**src/sv/npmt_pkg.sv**
```systemverilog
package npmt_pkg;

  localparam int ADDR_W = 32;
  localparam int ID_W   = 4;

  typedef enum logic [1:0] {
    OP_ADD   = 2'd0,
    OP_FIND  = 2'd1,
    OP_MATCH = 2'd2,
    OP_NONE  = 2'd3
  } opcode_t;

  typedef enum logic [2:0] {
    S_IDLE,
    S_DECODE,
    S_FIND,
    S_SCAN,
    S_DONE
  } ctl_state_t;

  // controller to datapath
  typedef struct packed {
    logic accept;
    logic wr_en;
    logic rd_find;
    logic scan_issue;
    logic set_add;
    logic set_find;
    logic set_hit;
    logic out_load;
  } npmt_cmd_t;

  // datapath to controller
  typedef struct packed {
    opcode_t op;
    logic    full;
    logic    id_ok;
    logic    addr_zero;
    logic    scan_more;
    logic    hit;
    logic    out_free;
  } npmt_sts_t;

  // mask implied by the address class, /32 for class d and e
  function automatic logic [ADDR_W-1:0] class_mask(input logic [ADDR_W-1:0] a);
    logic [ADDR_W-1:0] m;
    if (!a[31]) begin
      m = 32'hFF00_0000;
    end else if (a[31:30] == 2'b10) begin
      m = 32'hFFFF_0000;
    end else if (a[31:29] == 3'b110) begin
      m = 32'hFFFF_FF00;
    end else begin
      m = 32'hFFFF_FFFF;
    end
    return m;
  endfunction

  // lowest set bit isolated; a higher one means a shorter mask
  function automatic logic [ADDR_W-1:0] low_bit(input logic [ADDR_W-1:0] m);
    return m & (~m + 32'd1);
  endfunction

endpackage

```
**src/sv/npmt_ram.sv**
```systemverilog
module npmt_ram #(
  parameter int WIDTH = 64,
  parameter int DEPTH = 16,
  localparam int AW = (DEPTH > 1) ? $clog2(DEPTH) : 1
) (
  input  logic             clk,
  input  logic             wr_en,
  input  logic [AW-1:0]    wr_addr,
  input  logic [WIDTH-1:0] wr_data,
  input  logic             rd_en,
  input  logic [AW-1:0]    rd_addr,
  output logic [WIDTH-1:0] rd_data
);

  logic [WIDTH-1:0] mem [DEPTH];
  logic [WIDTH-1:0] rd_data_r;

  always_ff @(posedge clk) begin
    if (wr_en) begin
      mem[wr_addr] <= wr_data;
    end
    if (rd_en) begin
      rd_data_r <= mem[rd_addr];
    end
  end

  assign rd_data = rd_data_r;

endmodule

```
**src/sv/npmt_datapath.sv**
```systemverilog
module npmt_datapath #(
  parameter int TABLE_DEPTH = 16
) (
  input  logic                         clk,
  input  logic                         rst_n,
  input  npmt_pkg::npmt_cmd_t          cmd,
  output npmt_pkg::npmt_sts_t          sts,
  input  logic [1:0]                   in_opcode,
  input  logic [npmt_pkg::ADDR_W-1:0]  in_ip_address,
  input  logic [npmt_pkg::ADDR_W-1:0]  in_ip_mask,
  input  logic [npmt_pkg::ID_W-1:0]    in_entry_id,
  output logic                         out_valid,
  input  logic                         out_ready,
  output logic                         out_found,
  output logic [npmt_pkg::ID_W-1:0]    out_result_id,
  output logic [npmt_pkg::ADDR_W-1:0]  out_entry_prefix,
  output logic [npmt_pkg::ADDR_W-1:0]  out_entry_mask
);

  localparam int IDX_W  = (TABLE_DEPTH > 1) ? $clog2(TABLE_DEPTH) : 1;
  localparam int CNT_W  = $clog2(TABLE_DEPTH + 1);
  localparam int WIDE_W = (CNT_W > npmt_pkg::ID_W) ? CNT_W : npmt_pkg::ID_W;
  localparam int AW     = npmt_pkg::ADDR_W;

  // latched request
  npmt_pkg::opcode_t         op_r;
  logic [AW-1:0]             addr_r;
  logic [AW-1:0]             mask_r;
  logic [AW-1:0]             if_low_r;
  logic [npmt_pkg::ID_W-1:0] id_r;

  logic [CNT_W-1:0] count_r;
  logic [CNT_W-1:0] scan_idx_r;
  logic [IDX_W-1:0] eval_idx_r;
  logic             eval_valid_r;

  // pending result
  logic                      res_found_r;
  logic [npmt_pkg::ID_W-1:0] res_id_r;
  logic [AW-1:0]             res_pfx_r;
  logic [AW-1:0]             res_msk_r;

  // output register
  logic                      out_valid_r;
  logic                      out_found_r;
  logic [npmt_pkg::ID_W-1:0] out_id_r;
  logic [AW-1:0]             out_pfx_r;
  logic [AW-1:0]             out_msk_r;

  logic [2*AW-1:0]   rd_data;
  logic [IDX_W-1:0]  rd_addr;
  logic [WIDE_W-1:0] id_wide;
  logic [WIDE_W-1:0] count_wide;
  logic [WIDE_W-1:0] eval_wide;
  logic [AW-1:0]     ent_pfx;
  logic [AW-1:0]     ent_msk;
  logic [AW-1:0]     eff_msk;
  logic              covers;

  assign id_wide    = WIDE_W'(id_r);
  assign count_wide = WIDE_W'(count_r);
  assign eval_wide  = WIDE_W'(eval_idx_r);

  assign rd_addr = cmd.rd_find ? id_wide[IDX_W-1:0] : scan_idx_r[IDX_W-1:0];

  npmt_ram #(
    .WIDTH (2 * AW),
    .DEPTH (TABLE_DEPTH)
  ) u_store (
    .clk     (clk),
    .wr_en   (cmd.wr_en),
    .wr_addr (count_r[IDX_W-1:0]),
    .wr_data ({mask_r, addr_r}),
    .rd_en   (cmd.rd_find | cmd.scan_issue),
    .rd_addr (rd_addr),
    .rd_data (rd_data)
  );

  assign ent_pfx = rd_data[AW-1:0];
  assign ent_msk = rd_data[2*AW-1:AW];
  assign eff_msk = (ent_msk == '0) ? npmt_pkg::class_mask(ent_pfx) : ent_msk;

  // length check: entry length <= interface length, a zero interface mask only
  // admits a zero-length entry mask, which never occurs after the class fill
  assign covers = (ent_pfx == '0) ||
                  (((ent_pfx & eff_msk) == (addr_r & eff_msk)) &&
                   (if_low_r != '0) &&
                   (npmt_pkg::low_bit(eff_msk) >= if_low_r));

  assign sts.op        = op_r;
  assign sts.full      = (count_r == CNT_W'(TABLE_DEPTH));
  assign sts.id_ok     = (id_wide < count_wide);
  assign sts.addr_zero = (addr_r == '0);
  assign sts.scan_more = (scan_idx_r < count_r);
  assign sts.hit       = eval_valid_r && covers;
  assign sts.out_free  = !out_valid_r || out_ready;

  always_ff @(posedge clk) begin
    if (cmd.accept) begin
      op_r     <= npmt_pkg::opcode_t'(in_opcode);
      addr_r   <= in_ip_address;
      mask_r   <= in_ip_mask;
      if_low_r <= npmt_pkg::low_bit(in_ip_mask);
      id_r     <= in_entry_id;
    end
    if (cmd.scan_issue) begin
      eval_idx_r <= scan_idx_r[IDX_W-1:0];
    end
    if (cmd.accept) begin
      res_found_r <= 1'b0;
      res_id_r    <= '0;
      res_pfx_r   <= '0;
      res_msk_r   <= '0;
    end else if (cmd.set_add) begin
      res_found_r <= 1'b1;
      res_id_r    <= count_wide[npmt_pkg::ID_W-1:0];
    end else if (cmd.set_find) begin
      res_found_r <= 1'b1;
      res_pfx_r   <= ent_pfx;
      res_msk_r   <= ent_msk;
    end else if (cmd.set_hit) begin
      res_found_r <= 1'b1;
      res_id_r    <= eval_wide[npmt_pkg::ID_W-1:0];
    end
    if (cmd.out_load) begin
      out_found_r <= res_found_r;
      out_id_r    <= res_id_r;
      out_pfx_r   <= res_pfx_r;
      out_msk_r   <= res_msk_r;
    end
  end

  always_ff @(posedge clk) begin
    if (!rst_n) begin
      count_r      <= '0;
      scan_idx_r   <= '0;
      eval_valid_r <= 1'b0;
      out_valid_r  <= 1'b0;
    end else begin
      if (cmd.set_add) begin
        count_r <= count_r + CNT_W'(1);
      end
      if (cmd.accept) begin
        scan_idx_r <= '0;
      end else if (cmd.scan_issue) begin
        scan_idx_r <= scan_idx_r + CNT_W'(1);
      end
      eval_valid_r <= cmd.scan_issue;
      if (cmd.out_load) begin
        out_valid_r <= 1'b1;
      end else if (out_ready) begin
        out_valid_r <= 1'b0;
      end
    end
  end

  assign out_valid        = out_valid_r;
  assign out_found        = out_found_r;
  assign out_result_id    = out_id_r;
  assign out_entry_prefix = out_pfx_r;
  assign out_entry_mask   = out_msk_r;

`ifndef SYNTH
  a_count_bound: assert property (@(posedge clk) disable iff (!rst_n)
    count_r <= CNT_W'(TABLE_DEPTH))
    else $error("entry count beyond table depth");

  a_count_step: assert property (@(posedge clk) disable iff (!rst_n)
    !cmd.set_add |=> count_r == $past(count_r))
    else $error("entry count moved without an add");

  a_scan_bound: assert property (@(posedge clk) disable iff (!rst_n)
    scan_idx_r <= count_r)
    else $error("scan index past entry count");
`endif

endmodule

```
**src/sv/npmt_ctrl.sv**
```systemverilog
module npmt_ctrl (
  input  logic                clk,
  input  logic                rst_n,
  input  logic                in_valid,
  output logic                in_ready,
  input  npmt_pkg::npmt_sts_t sts,
  output npmt_pkg::npmt_cmd_t cmd
);

  npmt_pkg::ctl_state_t state_r;
  npmt_pkg::ctl_state_t state_nxt;

  always_ff @(posedge clk) begin
    if (!rst_n) begin
      state_r <= npmt_pkg::S_IDLE;
    end else begin
      state_r <= state_nxt;
    end
  end

  always_comb begin
    state_nxt = state_r;
    cmd       = '0;
    in_ready  = 1'b0;
    unique case (state_r)
      npmt_pkg::S_IDLE: begin
        in_ready   = 1'b1;
        cmd.accept = in_valid;
        if (in_valid) begin
          state_nxt = npmt_pkg::S_DECODE;
        end
      end
      npmt_pkg::S_DECODE: begin
        state_nxt = npmt_pkg::S_DONE;
        unique case (sts.op)
          npmt_pkg::OP_ADD: begin
            cmd.wr_en   = !sts.full;
            cmd.set_add = !sts.full;
          end
          npmt_pkg::OP_FIND: begin
            if (sts.id_ok) begin
              cmd.rd_find = 1'b1;
              state_nxt   = npmt_pkg::S_FIND;
            end
          end
          npmt_pkg::OP_MATCH: begin
            if (!sts.addr_zero) begin
              state_nxt = npmt_pkg::S_SCAN;
            end
          end
          npmt_pkg::OP_NONE: begin
            state_nxt = npmt_pkg::S_DONE;
          end
          default: begin
            state_nxt = npmt_pkg::S_DONE;
          end
        endcase
      end
      npmt_pkg::S_FIND: begin
        cmd.set_find = 1'b1;
        state_nxt    = npmt_pkg::S_DONE;
      end
      npmt_pkg::S_SCAN: begin
        if (sts.hit) begin
          cmd.set_hit = 1'b1;
          state_nxt   = npmt_pkg::S_DONE;
        end else if (sts.scan_more) begin
          cmd.scan_issue = 1'b1;
        end else begin
          state_nxt = npmt_pkg::S_DONE;
        end
      end
      npmt_pkg::S_DONE: begin
        if (sts.out_free) begin
          cmd.out_load = 1'b1;
          state_nxt    = npmt_pkg::S_IDLE;
        end
      end
      default: begin
        state_nxt = npmt_pkg::S_IDLE;
      end
    endcase
  end

`ifndef SYNTH
  a_no_write_full: assert property (@(posedge clk) disable iff (!rst_n)
    cmd.wr_en |-> !sts.full)
    else $error("write issued to a full table");

  a_scan_in_range: assert property (@(posedge clk) disable iff (!rst_n)
    cmd.scan_issue |-> sts.scan_more && !sts.hit)
    else $error("scan read past stored entries");

  a_load_free: assert property (@(posedge clk) disable iff (!rst_n)
    cmd.out_load |-> sts.out_free)
    else $error("output register overwritten");

  a_accept_decode: assert property (@(posedge clk) disable iff (!rst_n)
    cmd.accept |=> state_r == npmt_pkg::S_DECODE)
    else $error("accepted request not decoded");
`endif

endmodule

```
**src/sv/network_prefix_match_table_top.sv**
```systemverilog
// from request accept through decode to the output register: add writes the store, find
// reads the entry by id, match scans until a hit or the last entry (zero address: no scan)
// the match scan reads the entry store once per cycle through its single registered port
// one request at a time, the next taken once the previous result is in the output register
// a new request is taken while the previous result still waits in the output register
// synchronous active-low reset empties the table and the output; entry store is not cleared
module network_prefix_match_table_top #(
  parameter int TABLE_DEPTH = 16
) (
  input  logic        clk,
  input  logic        rst_n,
  // request channel
  input  logic        in_tvalid,
  output logic        in_tready,
  input  logic [71:0] in_tdata,   // ip_address [31:0], ip_mask [63:32], entry_id [67:64]
  input  logic [1:0]  in_tuser,   // opcode [1:0]
  // result channel
  output logic        out_tvalid,
  input  logic        out_tready,
  output logic [71:0] out_tdata   // found [0], result_id [4:1], entry_prefix [36:5],
                                  // entry_mask [68:37]
);

  npmt_pkg::npmt_cmd_t cmd;
  npmt_pkg::npmt_sts_t sts;

  logic                          found;
  logic [npmt_pkg::ID_W-1:0]     result_id;
  logic [npmt_pkg::ADDR_W-1:0]   entry_prefix;
  logic [npmt_pkg::ADDR_W-1:0]   entry_mask;

  // sequencer: decode, store write, find read and match scan
  npmt_ctrl u_ctrl (
    .clk      (clk),
    .rst_n    (rst_n),
    .in_valid (in_tvalid),
    .in_ready (in_tready),
    .sts      (sts),
    .cmd      (cmd)
  );

  // entry store, match compare and result registers
  npmt_datapath #(
    .TABLE_DEPTH (TABLE_DEPTH)
  ) u_datapath (
    .clk              (clk),
    .rst_n            (rst_n),
    .cmd              (cmd),
    .sts              (sts),
    .in_opcode        (in_tuser),
    .in_ip_address    (in_tdata[31:0]),
    .in_ip_mask       (in_tdata[63:32]),
    .in_entry_id      (in_tdata[67:64]),
    .out_valid        (out_tvalid),
    .out_ready        (out_tready),
    .out_found        (found),
    .out_result_id    (result_id),
    .out_entry_prefix (entry_prefix),
    .out_entry_mask   (entry_mask)
  );

  // pack result fields, upper pad bits held at zero
  assign out_tdata = {3'b000, entry_mask, entry_prefix, result_id, found};

endmodule
```
**config.mk**
```make
export PLATFORM = sky130hd
export DESIGN_NAME = network_prefix_match_table_top
export DESIGN_NICKNAME = d
export VERILOG_FILES = /design/src/sv/npmt_pkg.sv /design/src/sv/npmt_ram.sv /design/src/sv/npmt_datapath.sv /design/src/sv/npmt_ctrl.sv /design/src/sv/network_prefix_match_table_top.sv
export SDC_FILE = /design/constraint.sdc
export NUM_CORES = 2
export LEC_CHECK = 0
export BUFFER_PORTS_ARGS = -buffer_cell sky130_fd_sc_hd__buf_2
export CAP_MARGIN = 10
export CELL_PAD_IN_SITES_DETAIL_PLACEMENT = 1
export CELL_PAD_IN_SITES_GLOBAL_PLACEMENT = 1
export CORE_MARGIN = 5
export CORE_UTILIZATION = 49
export DETAILED_ROUTE_END_ITERATION = 8
export GPL_ROUTABILITY_DRIVEN = 0
export HOLD_SLACK_MARGIN = 0.12
export PLACE_DENSITY = 0.71
export SLEW_MARGIN = 20
export SYNTH_ARGS = -nofsm -noshare
export SYNTH_HDL_FRONTEND = slang
export SYNTH_HIERARCHICAL = 1
export SYNTH_SLANG_ARGS = --single-unit
```
**constraint.sdc**
```tcl
create_clock -name clk -period 7.2 [get_ports clk]
set_input_delay 1.44 -clock clk [delete_from_list [all_inputs] [get_ports clk]]
set_output_delay 1.44 -clock clk [all_outputs]
set_load 0.01 [all_outputs]
```
==> impl_metrics.json <==
{
  "die_y_um": 333.5,
  "yosysSeqAreaShare": 0.7716,
  "viasPerCell": 6.293,
  "synthArstFlopShare": 0,
  "drv_slew": 0,
  "yosysWarnings": 6,
  "final_area_mm2": 0.05822,
  "cts.sinks": 1346,
  "multiInputGateArea_mm2": 0.01110,
  "antenna_found_initial": 6,
  "cts_hold_buf": 0,
  "hp-class": "register to register",
  "root_buffer": "clkbuf_16",
  "nets": 2947,
  "grt_start_max_net_pins": 114,
  "dr.first_iter.drc_count": 2851,
  "antenna_left": 0,
  "fin_skew_ps": 33.00,
  "grt_pass1_vias": 28290,
  "critPathCaptureType": "register",
  "drc": 0,
  "overflow": 0,
  "grtUsageTotal": 0.2470,
  "cellPowerDensity_mw_per_mm2": 282.4,
  "path_clk_slew_ps": 60,
  "cap_viol_max_count": 0,
  "synth_ff_type": "edfxtp_1",
  "fmax_mhz": 146.7,
  "clkLatencyLatePin_ps": 750,
  "grt_pass1_wl_mm": 199.9,
  "peakVddDrop_mv": 0.1918,
  "drt-total-wl_mm": 137.6,
  "area_growth_pct": 13.52,
  "rsz0062_at_grt": "false",
  "final_common_cell": "edfxtp_1",
  "synth_cell_types": 66,
  "cp_max_fo": 36,
  "post_cts_resized": 0,
  "drive_gt1_frac": 0.2342,
  "timing_worst_setup_path_type": "register to register",
  "die_x_um": 333.5,
  "postCtsSetupRepairBufs": 0,
  "fin_crit_ps": 6817,
  "rows": 118,
  "total_power_mw": 16.44,
  "dpl_cell_area_mm2": 0.05390,
  "synth_edf_count": 1262,
  "p_leak_nw": 18.46,
  "slew_headroom": 0.2140,
  "setup_viol_count_final": 0,
  "dp_hpwl_mm": 78.52,
  "firstDrtPassIters": 5,
  "worst_pin_slew_ps": 1173,
  "core_area_mm2": 0.1038,
  "layout_setup_ws_ps": 382.6,
  "cts_made_buffers": 137,
  "synth_area_per_cell_um2": 19.74,
  "startpoint_type": "register",
  "preCtsSetupSlack_ps": 651.6,
  "cts_max_path_buffers": 3,
  "die_area_mm2": 0.1112,
  "required_ps": 7620,
  "cts_tree": "yes",
  "finalHoldViolCount": 0,
  "fin_crit_sh": 0.9469,
  "start_util": 0.4942,
  "post_synth_inst_count": 2598,
  "fillers": 9054,
  "crit_arrival_ps": 7230,
  "outcome": "finished clean",
  "ys_ff_latch": 1346,
  "holdWs_ps": 430.7,
  "most-common-layout-cells": "edfxtp_1 (1262), mux4_2 (256), nand2_1 (207)",
  "htreeDepth": 4,
  "syn_area_mm2": 0.05129,
  "wl_per_cell_um": 31.93,
  "ff_latch_area_mm2": 0.03958,
  "vias": 27120,
  "io_pins": 152,
  "io_buffer_count": 144,
  "tns_ps": 0
}
-- synthesized netlist by cell type (5+ instances only) --
cell type	number	area, um2
edfxtp_1	1262	37900
mux4_2	256	5766
nand2_1	207	777.0
a22oi_1	131	983.4
dfxtp_1	84	1682
a21oi_1	83	415.4
nor2_1	59	221.5
clkbuf_1	58	217.7
inv_1	55	206.5
ha_1	45	563.0
nor4_1	38	237.7
xor2_1	35	306.5
nor3_1	23	115.1
nand4_1	21	131.4
buf_1	18	67.56
buf_2	15	75.07
and2_1	14	87.58
buf_6	14	157.7
nand2b_1	14	87.58
o21ai_0	14	70.07
nor3b_1	13	97.59
buf_4	11	82.58
and3_1	10	62.56
nor4b_1	9	78.83
nor2b_1	8	50.05
a21o_1	7	52.55
a221oi_1	7	61.31
nand3_1	7	35.03
a22o_1	6	52.55
mux2i_1	6	60.06
xnor2_1	5	43.79
-- critical path: stages, from the launching register on --
cell and delay, ps:
edfxtp_1 500, nor3_1 400, nand4_1 350, nor4_4 600, and3_1 360, nand4b_1 240, nor3b_1 100, ha_1 300
a21o_1 180, a2111oi_0 530, a2111oi_0 210, or3_1 390, a221oi_1 380, o31ai_1 230, nand4b_1 320, inv_1 380
or2_4 630, buf_12 330
-- kinds of logic after synthesis --
kind of cell,after synthesis,synth area share
DFF,1346,0.7716
and+or+nand+nor,461,0.04542
AOI/OAI and AO/OA,268,0.03486
muxes,266,0.1145
buffers and inverters,171,0.01573
adders and majority gates,45,0.01098
xor gates and xnor gates,40,0.006830
other,1,0.00007311
-- power by group --
part | switching (mW) | internal, mW | total (mW) | leakage [nW]
Combinational | 0.352 | 0.171 | 0.523 | 4.25
Clock | 2.90 | 3.98 | 6.89 | 2.10
Sequential | 0.229 | 8.81 | 9.03 | 12.1
-- flip-flops by register name, summed over array words and instances (netlist names) --
register and cells:
u_datapath/u_store/mem 1024, u_datapath/res_id_r 4, u_datapath/out_found 1, u_datapath/out_valid 1, u_datapath/res_found_r 1, u_datapath/res_pfx_r 32
u_datapath/eval_idx_r 4, u_datapath/scan_idx_r 5, u_datapath/out_entry_prefix 32, u_datapath/if_low_r 31, u_datapath/eval_valid_r 1, u_datapath/out_result_id 4
u_datapath/mask_r 32, u_datapath/count_r 5, u_datapath/addr_r 32, u_datapath/res_msk_r 32, u_datapath/op_r 2, u_datapath/out_entry_mask 32
u_datapath/u_store/rd_data 64, u_datapath/id_r 4, u_ctrl/state_r 3
-- cell type report --
class | count | share of cell area
Sequential cell | 1346 | 0.6797
Multi-Input combinational cell | 1083 | 0.1907
Clock buffer | 188 | 0.06522
Tap cell | 1380 | 0.02966
Timing Repair Buffer | 201 | 0.02200
Clock inverter | 56 | 0.009090
Inverter | 55 | 0.003546
Antenna cell | 1 | 0.00004298
-- per-layer routing --
layer  global-route usage  wire (um)  vias up
li1                     -          -    11030
met1               0.3461      55140    14510
met2               0.3995      66880     1339
met3              0.04971      11860      243
met4              0.07281       3699        4
met5                    0         34        -
-- worst paths after layout --
kind / from / to / slack, ps / cells past startpoint
min: u_datapath/res_pfx_r[29]$_SDFFE_PP0P_ / u_datapath/out_entry_prefix[29]$_DFFE_PP_ / 430 / 0
max: u_datapath/u_store/rd_data[35]$_DFFE_PP_ / u_datapath/u_store/rd_data[37]$_DFFE_PP_ / 380 / 17
max reg2reg: u_datapath/u_store/rd_data[35]$_DFFE_PP_ / u_datapath/u_store/rd_data[37]$_DFFE_PP_ / 380 / 17
min reg2reg: u_datapath/res_pfx_r[29]$_SDFFE_PP0P_ / u_datapath/out_entry_prefix[29]$_DFFE_PP_ / 430 / 0
-- per-stage QoR --
step	util	cells
final	0.5610	4310
after global routing	0.5610	4310
after CTS	0.5609	4309
after global placement	0.5190	4064
after floorplan	-	2600
after detailed placement	0.5193	4065
Note: power is estimated with default switching activity, not from simulation.
